**config.mk**
```make
export PLATFORM = sky130hd
export DESIGN_NAME = osrmm_ctrl
export DESIGN_NICKNAME = d
export VERILOG_FILES = /design/src/rtl/osrmm_pkg.sv /design/src/rtl/osrmm_ctrl.sv
export SDC_FILE = /design/constraint.sdc
export NUM_CORES = 1
export LEC_CHECK = 0
export BUFFER_PORTS_ARGS = -buffer_cell sky130_fd_sc_hd__buf_2
export CAP_MARGIN = 10
export CORE_ASPECT_RATIO = 0.75
export CORE_MARGIN = 5
export CORE_UTILIZATION = 52
export DETAILED_ROUTE_END_ITERATION = 8
export GPL_TIMING_DRIVEN = 0
export PLACE_DENSITY = 0.74
export SLEW_MARGIN = 20
export SYNTH_ARGS = -nofsm -noshare
export SYNTH_HDL_FRONTEND = slang
export SYNTH_SLANG_ARGS = --single-unit
```
**constraint.sdc**
```tcl
create_clock -name clock -period 10 [get_ports clock]
set_input_delay 2 -clock clock [delete_from_list [all_inputs] [get_ports clock]]
set_output_delay 2 -clock clock [all_outputs]
set_load 0.02 [all_outputs]
```
**src/rtl/osrmm_pkg.sv**
```systemverilog
// ----------------------------------------------------------------------------
// osrmm_pkg
// Shared types and constants for the overwriting sample ring with min/max.
// ----------------------------------------------------------------------------
package osrmm_pkg;

   localparam int unsigned DEPTH_DEFAULT = 1024;
   localparam int unsigned LEN_W         = 11;
   localparam int unsigned SAMPLE_W      = 16;
   localparam int unsigned ENTRIES_W     = 10;

   localparam logic [LEN_W-1:0]           LEN_RESET  = 11'd1024;
   localparam logic signed [SAMPLE_W-1:0] SAMPLE_MAX = 16'sd32767;
   localparam logic signed [SAMPLE_W-1:0] SAMPLE_ZERO = 16'sd0;

   typedef enum logic {
      CMD_WRITE = 1'b0,
      CMD_READ  = 1'b1
   } cmd_type;

   typedef struct packed {
      cmd_type                      cmd;
      logic signed [SAMPLE_W-1:0]   sample_in;
   } req_type;

   typedef struct packed {
      logic signed [SAMPLE_W-1:0]   sample_out;
      logic                         read_ok;
      logic [ENTRIES_W-1:0]         entries_held;
      logic                         is_empty;
      logic                         is_full;
      logic signed [SAMPLE_W-1:0]   running_min;
      logic signed [SAMPLE_W-1:0]   running_max;
   } rsp_type;

   // status of one request, everything but the read sample
   typedef struct packed {
      logic                         read_ok;
      logic [ENTRIES_W-1:0]         entries_held;
      logic                         is_empty;
      logic                         is_full;
      logic signed [SAMPLE_W-1:0]   running_min;
      logic signed [SAMPLE_W-1:0]   running_max;
   } stat_type;

endpackage

```
**src/rtl/osrmm_ctrl.sv**
```systemverilog
// ----------------------------------------------------------------------------
// osrmm_ctrl
// Ring pointers, length register and running min/max; per-request status.
// ----------------------------------------------------------------------------
module osrmm_ctrl #(
   parameter int unsigned DEPTH = osrmm_pkg::DEPTH_DEFAULT,
   parameter int unsigned AW    = $clog2(DEPTH)
) (
   input  logic                                   clock,
   input  logic                                   reset,
   input  logic                                   csr_write_enable,
   input  logic [osrmm_pkg::LEN_W-1:0]            csr_write_data,
   input  logic                                   accept,
   input  osrmm_pkg::req_type                     req,
   output logic                                   wr_en,
   output logic [AW-1:0]                          wr_addr,
   output logic signed [osrmm_pkg::SAMPLE_W-1:0]  wr_data,
   output logic                                   rd_en,
   output logic [AW-1:0]                          rd_addr,
   output osrmm_pkg::stat_type                    stat
);
   import osrmm_pkg::*;

   localparam int unsigned DW = $clog2(DEPTH + 1);
   localparam int unsigned CW = (DW > LEN_W) ? DW : LEN_W;

   logic [LEN_W-1:0]           length_ff;
   logic [AW-1:0]              wp_ff, wp_in;
   logic [AW-1:0]              rp_ff, rp_in;
   logic signed [SAMPLE_W-1:0] low_ff, low_in;
   logic signed [SAMPLE_W-1:0] high_ff, high_in;

   logic [CW-1:0] len_c;
   logic [CW-1:0] len_raw;
   logic [CW-1:0] wp_plus, rp_plus, wpn_plus;
   logic [AW-1:0] wp_ring, rp_ring, wpn_ring;
   logic [CW-1:0] diff;
   logic          is_write;
   logic          ok;

   always_comb begin
      len_raw = CW'(length_ff);
      if (len_raw < CW'(2)) begin
         len_c = CW'(2);
      end else if (len_raw > CW'(DEPTH)) begin
         len_c = CW'(DEPTH);
      end else begin
         len_c = len_raw;
      end
   end

   always_comb begin
      wp_plus = CW'(wp_ff) + CW'(1);
      rp_plus = CW'(rp_ff) + CW'(1);
      wp_ring = (wp_plus == len_c) ? '0 : wp_plus[AW-1:0];
      rp_ring = (rp_plus == len_c) ? '0 : rp_plus[AW-1:0];
      is_write = (req.cmd == CMD_WRITE);
      ok       = 1'b0;
      wp_in    = wp_ff;
      rp_in    = rp_ff;
      low_in   = low_ff;
      high_in  = high_ff;
      if (is_write) begin
         wp_in = wp_ring;
         if (wp_ring == rp_ff) begin
            rp_in = rp_ring;
         end
         if (req.sample_in < low_ff) begin
            low_in = req.sample_in;
         end
         if (req.sample_in > high_ff) begin
            high_in = req.sample_in;
         end
      end else if (rp_ff != wp_ff) begin
         ok    = 1'b1;
         rp_in = rp_ring;
      end
   end

   // status after this request
   always_comb begin
      wpn_plus = CW'(wp_in) + CW'(1);
      wpn_ring = (wpn_plus == len_c) ? '0 : wpn_plus[AW-1:0];
      if (wp_in >= rp_in) begin
         diff = CW'(wp_in) - CW'(rp_in);
      end else begin
         diff = CW'(wp_in) + len_c - CW'(rp_in);
      end
      stat.read_ok      = ok;
      stat.entries_held = diff[ENTRIES_W-1:0];
      stat.is_empty     = (wp_in == rp_in);
      stat.is_full      = (wpn_ring == rp_in);
      stat.running_min  = low_in;
      stat.running_max  = high_in;
   end

   always_ff @(posedge clock) begin
      if (reset) begin
         length_ff <= LEN_RESET;
         wp_ff     <= '0;
         rp_ff     <= '0;
         low_ff    <= SAMPLE_MAX;
         high_ff   <= SAMPLE_ZERO;
      end else if (csr_write_enable) begin
         length_ff <= csr_write_data;
         wp_ff     <= '0;
         rp_ff     <= '0;
      end else if (accept) begin
         wp_ff   <= wp_in;
         rp_ff   <= rp_in;
         low_ff  <= low_in;
         high_ff <= high_in;
      end
   end

   assign wr_en   = accept & is_write;
   assign wr_addr = wp_ff;
   assign wr_data = req.sample_in;
   assign rd_en   = accept & ~is_write;
   assign rd_addr = rp_ff;

endmodule

```
==> key figures <==
Run status
  – Outcome: finished, final reports clean

Die
  – Core ar.: 13800 um2
  – Die area: around 17000 um2
  – Die W: 147 um
  – Row count: 37
  – Initial core utilization: 0.533
  – Die height: 113 um
  – I/O pin total: about 120

Yosys
  – Top post-synthesis cells by area: dfxtp_1 17%, ha_1 9.2%, nor2_1 5.8%
  – Syn_area_per_cell: 7.43 um2
  – Number of flops mapped to enable cells by yosys: 0
  – Post-synth ARST share: 0
  – Syn_nets: 1086
  – Synth area leader: dfxtp_1
  – Synth unique cells: between 80 and 90
  – Most used DFF post-synth: dfxtp_1
  – Post-synth top area share: 0.171
  – Mapped Cells: 990
  – Register area share after synthesis: 0.171
  – YS warnings: 0
  – Cell Area, Synth: 7360 um2
  – Seq cells post-synth: 63

STA
  – Hold_ws: 0.505 ns
  – Fin crit period: 9.43 ns
  – PnR worst setup slack: 0.569 ns
  – Final Hold Vio Count: 0
  – Worst rel slew slack: 0.306
  – Max-slew violations: 0
  – Final number of setup-violating endpoints: 0
  – Fmax: 106 MHz
  – Final clock skew: about 0.01 ns
  – Final period utilization: 0.943
  – Worst-Margin Slew: 1.04 ns

GRT
  – Largest net degree at the start of global routing: 12
  – First-pass GRT wire length: 39000 um
  – Grt ovf: 0
  – Initial antenna violation count: 0
  – Vias in the first global route: roughly 7000
  – Global Route Usage Sum: 0.293

Power
  – Tot Pwr: 0.000990 W
  – Pleak: about 3.8 nW
  – Cell Pwr Density: between 100 and 150 nW/um2
  – VDD IR max: 0.0000966 V

Setup path
  – Origin of the critical flop-to-flop path: wr_addr[1]
  – Worst reg2reg path depth: 15
  – Worst EP required: 8.00 ns
  – CP max stage cell: dfxtp_1
  – CP Capture Type: output pin
  – Critical Path Fanout Max: 10
  – Crit path DAT: 7.43 ns
  – R2r endpoint: rd_addr[7]
  – CP max stage delay: 0.56 ns
  – CP Class: flop to output pin
  – Internal reg-to-reg setup slack: 5.06 ns
  – Startpoint Class: flop

Routing
  – Vias per std cell: 5.92
  – Starting DRT DRC Count: 642
  – DR WL/cell: 18.7 um
  – ANT nets after route: 0
  – First-pass iteration count of the detailed router: 5
  – Final wirelength: ~24000 um
  – Number of vias in the routed layout: approximately 7700
  – Drt drc: 0

Layout
  – Design Area, Final: 8510 um2
  – Final nets: 1211
  – Share of cells above drive strength 1: 0.175
  – Commonest non-fill, non-tap cells in the layout: 118 x buf_2, 114 x nor2_1, 92 x inv_1, 66 x nand2_1, 63 x dfxtp_1
  – Commonest non-fill, non-tap cell in the layout: buf_2
  – Antenna diode count: 0
  – Post-route core utilization: 0.617
  – Area Growth Syn to Fin: 15.7%

Clocking
  – # H-tree levels: 3
  – Root Driver: clkbuf_16
  – CTS Buf Count: 9
  – Reg clk slew, reported paths: 0.06 ns
  – TritonCTS sink count: 63
  – Worst skew pair latency: around 0.35 ns
  – TritonCTS clock tree: yes
  – Maximum root-to-sink buffer count: 2
  – Post-CTS Hold Buffers: 0

Place
  – Placed Area: 8140 um2
  – Place WS: 0.179 ns
  – Post-DP HPWL: 19200 um
  – Port-buffer cells: between 100 and 150
  – Routability Congestion: roughly 1.1

Min path
  – Hold Path Class: flop to flop
  – Hold Path Depth: 2
  – Min-Delay Endpoint: low_ff[15]
  – Hold Path Origin: low_ff[15]

Flow run
  – Max_cap viols: 0
worst max path at each step:
stage                     from       end  slack (ns)  depth (start not counted)
floorplan              req[16]  stat[43]        1.39                         27
global placement    wr_addr[1]  stat[39]        0.19                         32
detailed placement  wr_addr[1]  stat[39]        0.18                         32
CTS                 wr_addr[1]  stat[39]        0.16                         32
global route        wr_addr[1]  stat[39]       -0.04                         33
finish              wr_addr[1]  stat[39]        0.57                         33
power breakdown:
group / internal, W / leakage, nW / switching (W)
clock: 0.000225 / 0.156 / 0.000124
combinational: 0.000147 / 3.15 / 0.000227
sequential: 0.000261 / 0.513 / 0.00000716
critical path, delay by kind of cell (launching register included):
family | cells | cell delay (ns)
xor gates and xnor gates | 1 | 0.36
muxes | 1 | 0.26
adders and majority gates | 3 | 0.78
buffers and inverters | 7 | 1.15
and+or+nand+nor | 11 | 2.10
DFF | 1 | 0.56
AOI/OAI and AO/OA | 10 | 1.88
what timing repair did:
action | CTS | global route
cloned | 0 | 0
pin swaps | 0 | 1
resized for setup | 1 | 6
buffers inserted | 0 | 2
setup endpoints to repair | 9 | 10
registers in the layout (all words and copies together) (netlist names):
| name | count |
|---|---|
| len_raw | 11 |
| wr_addr | 10 |
| high_ff | 16 |
| rd_addr | 10 |
| low_ff | 16 |
synthesized netlist by cell type (all sizes together) (10+ instances only):
library cell,n
xor2,21
nor4,13
inv,92
ha,54
clkbuf,47
a211oi,16
nor2b,14
a211o,17
nand3,23
nand2b,10
and3,23
mux2i,15
fa,10
a21oi,59
o21ai,58
dfxtp,63
nor3,26
nand2,66
nor2,115
buf,30
a21o,19
mux2,18
xnor2,41
routing by layer:
| metal | routed length [um] | part of all wire | global-route usage | vias to the layer above |
|---|---|---|---|---|
| met3 | 2970 | 0.12 | 0.106 | 37 |
| met2 | 9120 | 0.38 | 0.390 | 365 |
| met5 | 0 | 0 | 0 | - |
| met4 | 421 | 0.017 | 0.0807 | 0 |
| li1 | - | - | - | 3745 |
| met1 | 11700 | 0.48 | 0.439 | 3515 |
metrics by stage:
step                cells  setup TNS, ns
detailed placement   1277              0
finish               1295              0
floorplan             990              0
global placement     1277              0
CTS                  1293              0
global route         1295        -0.0998
area by class of cell:
class / instances / area [um2]
buffer: 77 / 369
sequential: 63 / 1260
timing repair buffer: 114 / 588
inverter: 93 / 349
clock inverter: 5 / 81.3
tap: 175 / 219
clock buffer: 11 / 243
fill: 1299 / 5290
multi-input combinational: 757 / 5400
cell families after synthesis:
kind of cell	after synthesis	synth area share
AO/OA/AOI/OAI	259	0.243
AND/OR/NAND/NOR	332	0.226
XOR/XNOR	69	0.0953
flip-flops	63	0.171
buffers and inverters	170	0.0975
multiplexers	33	0.0480
adder cells (fa/ha/maj)	64	0.119
(Power assumes the default switching activity.)
