**src/rtl/osrmm_pkg.sv**
```systemverilog
// ----------------------------------------------------------------------------
// osrmm_pkg
// Shared types and constants for the overwriting sample ring with min/max.
// ----------------------------------------------------------------------------
package osrmm_pkg;

   localparam int unsigned DEPTH_DEFAULT = 1024;
   localparam int unsigned LEN_W         = 11;
   localparam int unsigned SAMPLE_W      = 16;
   localparam int unsigned ENTRIES_W     = 10;

   localparam logic [LEN_W-1:0]           LEN_RESET  = 11'd1024;
   localparam logic signed [SAMPLE_W-1:0] SAMPLE_MAX = 16'sd32767;
   localparam logic signed [SAMPLE_W-1:0] SAMPLE_ZERO = 16'sd0;

   typedef enum logic {
      CMD_WRITE = 1'b0,
      CMD_READ  = 1'b1
   } cmd_type;

   typedef struct packed {
      cmd_type                      cmd;
      logic signed [SAMPLE_W-1:0]   sample_in;
   } req_type;

   typedef struct packed {
      logic signed [SAMPLE_W-1:0]   sample_out;
      logic                         read_ok;
      logic [ENTRIES_W-1:0]         entries_held;
      logic                         is_empty;
      logic                         is_full;
      logic signed [SAMPLE_W-1:0]   running_min;
      logic signed [SAMPLE_W-1:0]   running_max;
   } rsp_type;

   // status of one request, everything but the read sample
   typedef struct packed {
      logic                         read_ok;
      logic [ENTRIES_W-1:0]         entries_held;
      logic                         is_empty;
      logic                         is_full;
      logic signed [SAMPLE_W-1:0]   running_min;
      logic signed [SAMPLE_W-1:0]   running_max;
   } stat_type;

endpackage

```
**src/rtl/osrmm_out.sv**
```systemverilog
// ----------------------------------------------------------------------------
// osrmm_out
// Status stage aligned with the RAM read, then the response register.
// ----------------------------------------------------------------------------
module osrmm_out (
   input  logic                                   clock,
   input  logic                                   reset,
   input  logic                                   accept,
   input  osrmm_pkg::stat_type                    stat,
   input  logic signed [osrmm_pkg::SAMPLE_W-1:0]  rd_data,
   output logic                                   req_stall,
   output logic                                   rsp_valid,
   input  logic                                   rsp_stall,
   output osrmm_pkg::rsp_type                     rsp_data
);
   import osrmm_pkg::*;

   logic     s1_valid_ff, s1_valid_in;
   stat_type s1_stat_ff;
   logic     out_valid_ff, out_valid_in;
   rsp_type  out_data_ff, out_data_in;
   logic     s1_move;

   assign s1_move   = s1_valid_ff & (~out_valid_ff | ~rsp_stall);
   assign req_stall = s1_valid_ff & ~s1_move;

   always_comb begin
      s1_valid_in  = accept | (s1_valid_ff & ~s1_move);
      out_valid_in = s1_move | (out_valid_ff & rsp_stall);
      out_data_in.sample_out   = s1_stat_ff.read_ok ? rd_data : SAMPLE_ZERO;
      out_data_in.read_ok      = s1_stat_ff.read_ok;
      out_data_in.entries_held = s1_stat_ff.entries_held;
      out_data_in.is_empty     = s1_stat_ff.is_empty;
      out_data_in.is_full      = s1_stat_ff.is_full;
      out_data_in.running_min  = s1_stat_ff.running_min;
      out_data_in.running_max  = s1_stat_ff.running_max;
   end

   always_ff @(posedge clock) begin
      if (reset) begin
         s1_valid_ff  <= 1'b0;
         out_valid_ff <= 1'b0;
      end else begin
         s1_valid_ff  <= s1_valid_in;
         out_valid_ff <= out_valid_in;
      end
   end

   always_ff @(posedge clock) begin
      if (accept) begin
         s1_stat_ff <= stat;
      end
      if (s1_move) begin
         out_data_ff <= out_data_in;
      end
   end

   assign rsp_valid = out_valid_ff;
   assign rsp_data  = out_data_ff;

endmodule

```
**config.mk**
```make
export PLATFORM = sky130hd
export DESIGN_NAME = osrmm_out
export DESIGN_NICKNAME = d
export VERILOG_FILES = /design/src/rtl/osrmm_pkg.sv /design/src/rtl/osrmm_out.sv
export SDC_FILE = /design/constraint.sdc
export NUM_CORES = 1
export LEC_CHECK = 0
export BUFFER_PORTS_ARGS = -buffer_cell sky130_fd_sc_hd__buf_4
export CORE_MARGIN = 8
export CORE_UTILIZATION = 30
export CTS_CLUSTER_DIAMETER = 30
export CTS_CLUSTER_SIZE = 12
export DETAILED_ROUTE_END_ITERATION = 12
export GPL_ROUTABILITY_DRIVEN = 1
export GPL_TIMING_DRIVEN = 1
export PLACE_DENSITY_LB_ADDON = 0.2
export SLEW_MARGIN = 30
export SYNTH_ARGS = -nofsm -noshare
export SYNTH_HDL_FRONTEND = slang
export SYNTH_SLANG_ARGS = --single-unit
```
**constraint.sdc**
```tcl
create_clock -name clock -period 6.55 [get_ports clock]
set_clock_uncertainty 0.2 [all_clocks]
set_input_delay 0.655 -clock clock [delete_from_list [all_inputs] [get_ports clock]]
set_output_delay 0.655 -clock clock [all_outputs]
set_load 0.1 [all_outputs]
```
==> results of run 1 <==
-- cell type report --
class                           count  area (um^2)
Fill cell                         982         6100
Sequential cell                   108         3220
Timing Repair Buffer              128          961
Clock buffer                       10          239
Tap cell                          140          175
Multi-Input combinational cell     22          159
Clock inverter                      6         78.8
-- registers in the layout, summed over array words and instances, names as in the netlist --
signal,cells
out_data_in,45
rsp_valid,1
rsp_data,61
s1_valid_ff,1
-- cell usage after synthesis --
cell      count  area (um^2)
and3_1        1         6.26
a31oi_1       1         6.26
buf_6         1         11.3
a21boi_0      1         7.51
dfxtp_1       2         40.0
and2_1        4         25.0
a21oi_1       1         5.00
nor2_1        2         7.51
edfxtp_1    106         3180
and2_2       12         90.1
-- through the flow --
step	cell area [um^2]	power (mW)	cells	worst slack [ps]	hold WS (ps)
floorplan	3380	0.993	131	509	200
CTS	4840	1.63	414	4420	213
finish	4840	1.61	414	4430	212
detailed placement	4520	1.06	398	4380	205
global route	4840	1.67	414	4380	218
global placement	4520	1.06	398	4410	201
-- cells by family after synthesis --
group,synth area share [%]
compound gates,0.555
simple gates,3.81
buf+inv,0.333
flops,95.3
-- placed cells by master, fill, tap and decap left out, types with 2 or more instances in the layout --
cell / count
and2_1: 4
and2_2: 12
buf_4: 128
clkbuf_16: 9
clkinv_4: 2
dfxtp_1: 2
edfxtp_1: 106
inv_8: 2
nor2_1: 2
-- worst min path at each step --
stage	from	to	slack [ps]	cells past startpoint
2_1_floorplan	out_data_in[0]	rsp_data[0]	200	0
3_3_place_gp	out_data_in[8]	rsp_data[8]	200	0
3_5_place_dp	out_data_in[10]	rsp_data[10]	200	0
4_1_cts	out_data_in[10]	rsp_data[10]	210	0
5_1_grt	out_data_in[10]	rsp_data[10]	220	0
6_report	out_data_in[10]	rsp_data[10]	210	0
-- critical path, stage by stage (launching register included) --
cell,delay (ps)
dfxtp_1,450
and3_1,190
buf_4,280
-- where the power goes --
part	switching, mW	internal, mW	leakage (nW)
registers	0.0123	0.811	1.03
clock network	0.246	0.315	0.157
logic	0.170	0.0523	0.687
-- per-layer routing --
layer / vias up / GRT usage (%) / wire length [um]
met4: 0 / 3.43 / 76
li1: 789 / - / -
met3: 7 / 6.48 / 1070
met2: 97 / 13.2 / 2920
met1: 791 / 10.4 / 2740
met5: - / 0 / 0
==> qor.txt, run 1 <==
Initial Utilization = 30.9%
Mapped Area = 3380 um^2
status = complete, no violations
Total Wirelength = 6.81 mm
first-pass GRT wire length = 10.3 mm
Final min period = 2120 ps
nets@finish = 334
Setup violations, final = 0
required time worst endpoint = 5690 ps
CTS tree = yes
max cap viols = 0
Mean Syn Cell Area = 25.8 um^2
Slew headroom = 47.2%
Die W = 122 um
CP Max Fanout = 5
Clk pin slew, worst setup/hold paths = 80 ps
post_cts resized = 0
post-synth cell types = 10
Core ar. = 10900 um^2
1st-pass router iterations = 4
Leak Pwr = 1.87 nW
Synth Net Count = 196
CP arrival = 1260 ps
unrepaired setup endpoints after global routing = no
Crit Path Class = reg2out
CTS buffer count = 9
clk_lat worst skew = 340 ps
VDD IR-drop max = 0.128 mV
initial antenna violation count = 0
Slew Viols, Final = 0
Overall Global Routing Usage = 9.13%
Routed Antenna Nets = 0
fmax = 0.473 GHz
Pwr Density = 332 nW/um^2
worst r2r dst = rsp_data[12]
IO Pins = 128
number of global-route vias before repair = 1852
Layout area overhead = 43.0%
I/O Buffers = 127
# Post-CTS Setup Buffers = 0
flops & latches, synth = 108
setup TNS = 0 ps
post-layout util = 44.2%
Tcrit/Tclk final = 32.3%
Reg2Reg Setup Slack = 4750 ps
routed via count = 1684
row cnt = 38
H-tree depth = 3
post-DP HPWL = 4.83 mm
n_diodes = 0
via/cell ratio = 4.07
total die area = 14900 um^2
Clk Tree Root Cell = clkbuf_16
grt ovf = 0
r2r startpoint = s1_valid_ff
layout cells sized above 1 = 57.3%
cts hold-fix bufs = 0
largest net degree at the start of global routing = 62
worst setup path end = req_stall
Hold Crit Class = reg2reg
initial DRC count = 118
R2R depth = 2
Worst Max-Slew Pin Slew = 792 ps
Post-Syn Instances = 131
synth warn = 0
Worst Setup SP = rsp_valid
crit path launch type = flop
RePlAce Congestion = 0.726
Crit. End Element = output port
DIE HEIGHT = 122 um
DR DRC count = 0
clock sinks = 108
CTS max path bufs = 2
endpoints failing hold = 0
WL per Instance = 16.4 um
post-synthesis sequential area ratio = 95.3%
Note: power is estimated with default switching activity, not from simulation.
==> run 2: changes to the inputs <==
--- a/config.mk
+++ b/config.mk
@@ -5,6 +5,7 @@
 export SDC_FILE = /design/constraint.sdc
 export NUM_CORES = 1
 export LEC_CHECK = 0
+export ABC_AREA = 1
 export BUFFER_PORTS_ARGS = -buffer_cell sky130_fd_sc_hd__buf_4
 export CORE_MARGIN = 8
 export CORE_UTILIZATION = 30
==> constraint.sdc (replaced) <==
create_clock -name clock -period 2.1 [get_ports clock]
set_clock_uncertainty 0.2 [all_clocks]
set_input_delay 0.21 -clock clock [delete_from_list [all_inputs] [get_ports clock]]
set_output_delay 0.21 -clock clock [all_outputs]
set_load 0.1 [all_outputs]
==> run 2 against run 1 <==
Compared with the run above:
- global-route usage increased by 0.66 points
- power grew to 3.2 times the previous value
- area after synthesis is 1.2% higher
- core utilization rose by 4.8 points
- largest cell class unchanged
==> qor.txt, run 2 <==
Leak Pwr = 2.28 nW (+21%)
CP top delay family = buffers and inverters
Die W = 123 um (+0.51%)
H-tree depth = 3 (unchanged)
Mapped Area = 3420 um^2 (+1.2%)
Initial Utilization = 30.4% (-0.57 points)
Tcrit/Tclk final = 83.0%
grt ovf = 0 (unchanged)
endpoints failing hold = 0 (unchanged)
Hold Crit Class = in2reg
crit path launch type = input pin
Post-synth top cells = edfxtp_1 (106), inv_1 (19), nand2_1 (12)
CTS tree = yes
nets@finish = 416 (+25%)
placed standard-cell area = 4560 um^2 (+0.89%)
final worst slack = 358 ps (-4080 ps)
Synth Net Count = 215 (+9.7%)
Routed Antenna Nets = 0 (unchanged)
largest net degree at the start of global routing = 62 (unchanged)
Sw Share = 26.1% (-0.51 points)
fin cells = 499 (+21%)
Slew headroom = 60.7% (+13 points)
fmax = 0.574 GHz
placement-stage worst setup slack = 684 ps (-3690 ps)
commonest non-fill, non-tap cell in the layout = buf_4
Comb power frac = 15.3% (+1.5 points)
Total Wirelength = 7.31 mm (+7.4%)
CP most frequent cell = buf_4
IO Pins = 128 (unchanged)
Register Area = 3230 um^2 (+0.12%)
critical path's slowest cell = dlygate4sd3_1
routed via count = 1945 (+15%)
Pint = 3.83 mW (+230%)
CTS buffer count = 9 (unchanged)
post-synthesis sequential area ratio = 94.2% (-1.1 points)
most frequent cells in the layout = buf_4 (127), edfxtp_1 (106), dlygate4sd3_1 (64), inv_1 (19), nand2_1 (12)
Post-synth EDFFs = 106 (unchanged)
via/cell ratio = 3.90 (-4.2%)
Post-Syn Instances = 150 (+15%)
1st-pass router iterations = 4 (unchanged)
CP Max Fanout = 3 (-2)
multi-input logic area = 108 um^2 (-32%)
Core ar. = 11300 um^2 (+3.1%)
total die area = 15100 um^2 (+1.0%)
Pwr Density = 938 nW/um^2 (+180%)
layout cells sized above 1 = 42.4% (-15 points)
max cap viols = 0 (unchanged)
most common cell in the netlist = edfxtp_1
WL per Instance = 14.7 um (-11%)
Setup violations, final = 0 (unchanged)
post-synth cell types = 9 (-1)
CTS max path bufs = 2 (unchanged)
area leader, netlist = edfxtp_1
Final min period = 1740 ps
Slew Viols, Final = 0 (unchanged)
Mean Syn Cell Area = 22.8 um^2 (-12%)
top post-synthesis cells by area = edfxtp_1 (93%), inv_1 (2.1%), nand2_1 (1.3%), dfxtp_1 (1.2%), nand2_2 (0.91%)
status = complete, no violations
Reg2Reg Setup Slack = 670 ps (-4080 ps)
WP buf/inv = 4 (+3)
required time worst endpoint = 1690 ps (-4000 ps)
Worst Max-Slew Pin Slew = 590 ps (-201 ps)
flops & latches, synth = 108 (unchanged)
number of global-route vias before repair = 2190 (+18%)
unrepaired setup endpoints after global routing = no
clock sinks = 108 (unchanged)
max reg flops = 61 (unchanged)
dpl cells = 419 (+5.3%)
n_diodes = 0 (unchanged)
clock power share = 35.1% (+0.2 points)
initial DRC count = 80 (-32%)
# Post-CTS Setup Buffers = 0 (unchanged)
Slowest Stage Delay on Critical Path = 540 ps (+90 ps)
Layout area overhead = 61.6%
Clk Tree Root Cell = clkbuf_16
post-DP HPWL = 4.88 mm (+1.0%)
Design Power = 5.19 mW (+220%)
VDD IR-drop max = 0.507 mV (+300%)
I/O Buffers = 127 (unchanged)
CP Cell Sequence = dlygate4sd3_1, buf_4, nand3_1, inv_1, buf_4
RePlAce Congestion = 0.702 (-3.3%)
clk_lat worst skew = 330 ps (about the same)
synth warn = 0 (unchanged)
fin area = 5530 um^2 (+14%)
Async SR Flop Fraction = 0% (unchanged)
Crit Path Class = in2out
DIE HEIGHT = 123 um (+0.51%)
Most used DFF post-synth = edfxtp_1
Clk pin slew, worst setup/hold paths = 70 ps (about the same)
DR DRC count = 0 (unchanged)
CP arrival = 1330 ps (+70 ps)
row cnt = 39 (+2.6%)
switching pwr = 1.35 mW (+220%)
initial antenna violation count = 0 (unchanged)
top-area cell type share of the netlist area = 93.0% (-1.1 points)
first-pass GRT wire length = 11.1 mm (+7.5%)
Crit. End Element = output port
Overall Global Routing Usage = 9.79% (+0.66 points)
Seq pwr share = 49.6% (-1.7 points)
filler cell count = 934 (-4.9%)
run 2: layout make-up:
| class | instances | area share [%] |
|---|---|---|
| clock buffer | 9 | 4.07 |
| clock inverter | 7 | 1.90 |
| inverter | 19 | 1.29 |
| multi-input combinational | 21 | 1.95 |
| sequential | 108 | 58.4 |
| tap | 143 | 3.24 |
| timing repair buffer | 192 | 29.2 |
run 2: what timing repair did:
action | CTS | global route
hold buffers | 64 | 0
resized for setup | 0 | 0
hold endpoints to repair | 63 | 0
run 2: worst register-to-register path, stage by stage (launching register included):
cell and delay [ps]:
dfxtp_1 340, inv_1 80, a21oi_4 140, buf_12 300
run 2: kinds of logic (layout without fill, tap and decap cells):
family | after synthesis | after routing | synth area share [%]
DFF | 108 | 108 | 94.2
buffers and inverters | 21 | 227 | 3.00
and+or+nand+nor | 18 | 18 | 2.38
AOI/OAI and AO/OA | 3 | 3 | 0.439
run 2: path summary, 6_finish.rpt:
check,from,cells after the start,to
worst max register to register,s1_valid_ff,3,rsp_data[48]
worst min-delay path,accept,1,out_data_in[27]
worst min register to register,out_data_in[38],0,rsp_data[38]
worst max-delay path,rsp_stall,5,req_stall
run 2: power groups by stage:
stage	combinational [mW]	sequential, mW	clock (mW)
2_1_floorplan	0.0542	3.04	0
3_3_place_gp	0.701	2.62	0
3_5_place_dp	0.703	2.62	0
4_1_cts	0.800	2.57	1.88
5_1_grt	0.826	2.59	1.96
6_report	0.794	2.57	1.82
run 2: through the flow:
step	util (%)	TNS [ps]	hold WS, ps
finish	49.1	0	210
global route	49.1	0	225
CTS	49.1	0	207
detailed placement	40.4	0	169
global placement	40.4	0	166
floorplan	-	-3300	69.4
run 2: routing by layer:
layer / GRT usage (%) / vias up / wire length, um
li1: - / 950 / -
met1: 10.7 / 890 / 2980
met2: 15.0 / 101 / 3150
met3: 6.99 / 4 / 1150
met4: 2.51 / 0 / 25
met5: 0 / - / 0
==> run 3: changes to the inputs <==
==> constraint.sdc (replaced) <==
create_clock -name clock -period 1.5 [get_ports clock]
set_clock_uncertainty 0.2 [all_clocks]
set_input_delay 0.15 -clock clock [delete_from_list [all_inputs] [get_ports clock]]
set_output_delay 0.15 -clock clock [all_outputs]
set_load 0.1 [all_outputs]
==> run 3 against run 2 <==
Compared with the run above:
- flip-flop and latch count did not move
- setup slack lost 300 ps
- combinational power up 41%
- power increased by 38%
- highest routed layer unchanged
==> qor.txt, run 3 (synthesized netlist as in run 2, its figures left out) <==
Seq pwr share = 50.2% (+0.6 points)
Crit Path Class = reg2out
via/cell ratio = 3.92 (+0.53%)
setup TNS = 0 ps (unchanged)
nets@finish = 419 (+0.72%)
hold path start = accept
Hold Path Stages = 2 (+1)
first-pass GRT wire length = 11.4 mm (+3.4%)
H-tree depth = 3 (unchanged)
layout cells sized above 1 = 43.2% (+0.76 points)
RePlAce Congestion = 0.698 (-0.57%)
Core ar. = 11300 um^2 (unchanged)
Hold Path End = out_data_in[26]
post-DP HPWL = 5.10 mm (+4.4%)
Design Power = 7.17 mW (+38%)
total die area = 15100 um^2 (unchanged)
unrepaired setup endpoints after global routing = no
row cnt = 39 (unchanged)
Tcrit/Tclk final = 96.4%
Setup violations, final = 0 (unchanged)
clock sinks = 108 (unchanged)
n_diodes = 0 (unchanged)
IO Pins = 128 (unchanged)
status = complete, no violations
Pint = 5.34 mW (+39%)
worst r2r dst = rsp_valid
switching pwr = 1.83 mW (+35%)
most frequent cells in the layout = buf_4 (128), edfxtp_1 (106), dlygate4sd3_1 (63), inv_1 (18), nand2_1 (12)
CTS tree = yes
I/O Buffers = 127 (unchanged)
initial DRC count = 84 (+5.0%)
Pwr Density = 1290 nW/um^2 (+37%)
initial antenna violation count = 0 (unchanged)
WL per Instance = 14.9 um (+1.8%)
Layout area overhead = 62.9%
CTS buffer count = 9 (unchanged)
commonest non-fill, non-tap cell in the layout = buf_4
endpoints failing hold = 0 (unchanged)
R2R depth = 3 (unchanged)
Clk Tree Root Cell = clkbuf_16
DIE HEIGHT = 123 um (unchanged)
routed via count = 1967 (+1.1%)
Comb power frac = 15.7% (+0.4 points)
Sw Share = 25.6% (-0.52 points)
required time worst endpoint = 1150 ps (-540 ps)
Slew headroom = 60.0% (-0.67 points)
largest net degree at the start of global routing = 47 (-24%)
Final min period = 1450 ps
grt ovf = 0 (unchanged)
Leak Pwr = 2.27 nW (-0.26%)
Total Wirelength = 7.49 mm (+2.4%)
number of global-route vias before repair = 2220 (+1.4%)
# Post-CTS Setup Buffers = 0 (unchanged)
max reg flops = 61 (unchanged)
r2r startpoint = s1_valid_ff
CP arrival = 1100 ps (-230 ps)
Crit. End Element = output port
VDD IR-drop max = 0.581 mV (+15%)
1st-pass router iterations = 4 (unchanged)
Die W = 123 um (unchanged)
crit path launch type = flop
Slew Viols, Final = 0 (unchanged)
Reg2Reg Setup Slack = 140 ps (-530 ps)
Initial Utilization = 30.4% (unchanged)
Overall Global Routing Usage = 10.0% (+0.23 points)
clk_lat worst skew = 330 ps (about the same)
Hold Crit Class = in2reg
CP Max Fanout = 4 (+1)
Routed Antenna Nets = 0 (unchanged)
max cap viols = 0 (unchanged)
Clk pin slew, worst setup/hold paths = 70 ps (about the same)
DR DRC count = 0 (unchanged)
clock power share = 34.1% (-1.0 points)
Worst Max-Slew Pin Slew = 600 ps (+9.99 ps)
CTS max path bufs = 2 (unchanged)
fmax = 0.692 GHz
[run 3: worst max-delay path by stage]
stage | from | endpoint
2_1_floorplan | rsp_valid | rsp_data[0]
3_3_place_gp | s1_valid_ff | rsp_data[37]
3_5_place_dp | s1_valid_ff | rsp_data[8]
4_1_cts | rsp_valid | req_stall
5_1_grt | rsp_valid | req_stall
6_report | rsp_valid | req_stall
[run 3: metal layers]
metal,global-route usage [%],vias up,wire length (um)
li1,-,953,-
met1,11.7,896,3150
met2,15.2,104,3220
met3,5.01,14,989
met4,4.80,0,130
met5,0,-,0
[run 3: per-stage QoR]
step / setup WS [ps] / cells / cell area (um^2) / hold WS [ps] / util, %
2_1_floorplan: -654 / 150 / 3440 / 9.36 / -
3_3_place_gp: 187 / 422 / 4600 / 116 / 40.8
3_5_place_dp: 172 / 422 / 4600 / 121 / 40.8
4_1_cts: 56.7 / 502 / 5570 / 95.4 / 49.4
5_1_grt: 3.29 / 502 / 5570 / 108 / 49.5
6_report: 54.6 / 502 / 5570 / 98.4 / 49.5
[run 3: cell type report]
type,instances,area (um^2)
Tap cell,143,179
Inverter,19,75.1
Timing Repair Buffer,195,1660
Multi-Input combinational cell,21,113
Fill cell,953,5700
Clock inverter,7,91.3
Sequential cell,108,3230
Clock buffer,9,225
[run 3: timing repair]
| action | CTS | global route |
|---|---|---|
| setup endpoints to repair | 1 | 1 |
| endpoints found under the hold margin | 63 | 0 |
| gates resized for setup | 4 | 1 |
| hold buffers | 64 | 0 |
| pin swaps | 0 | 0 |
[run 3: power groups by stage]
stage               sequential [mW]  combinational (mW)  clock (mW)
finish                         3.60                1.12        2.44
global route                   3.62                1.17        2.65
floorplan                      4.25              0.0761           0
detailed placement             3.67               0.998           0
global placement               3.67               0.991           0
CTS                            3.60                1.13        2.52
[run 3: worst max-delay path, cell delays in order (launching register included)]
cell and delay (ps):
dfxtp_4 370, nand3_2 110, clkinvlp_4 100, buf_12 170
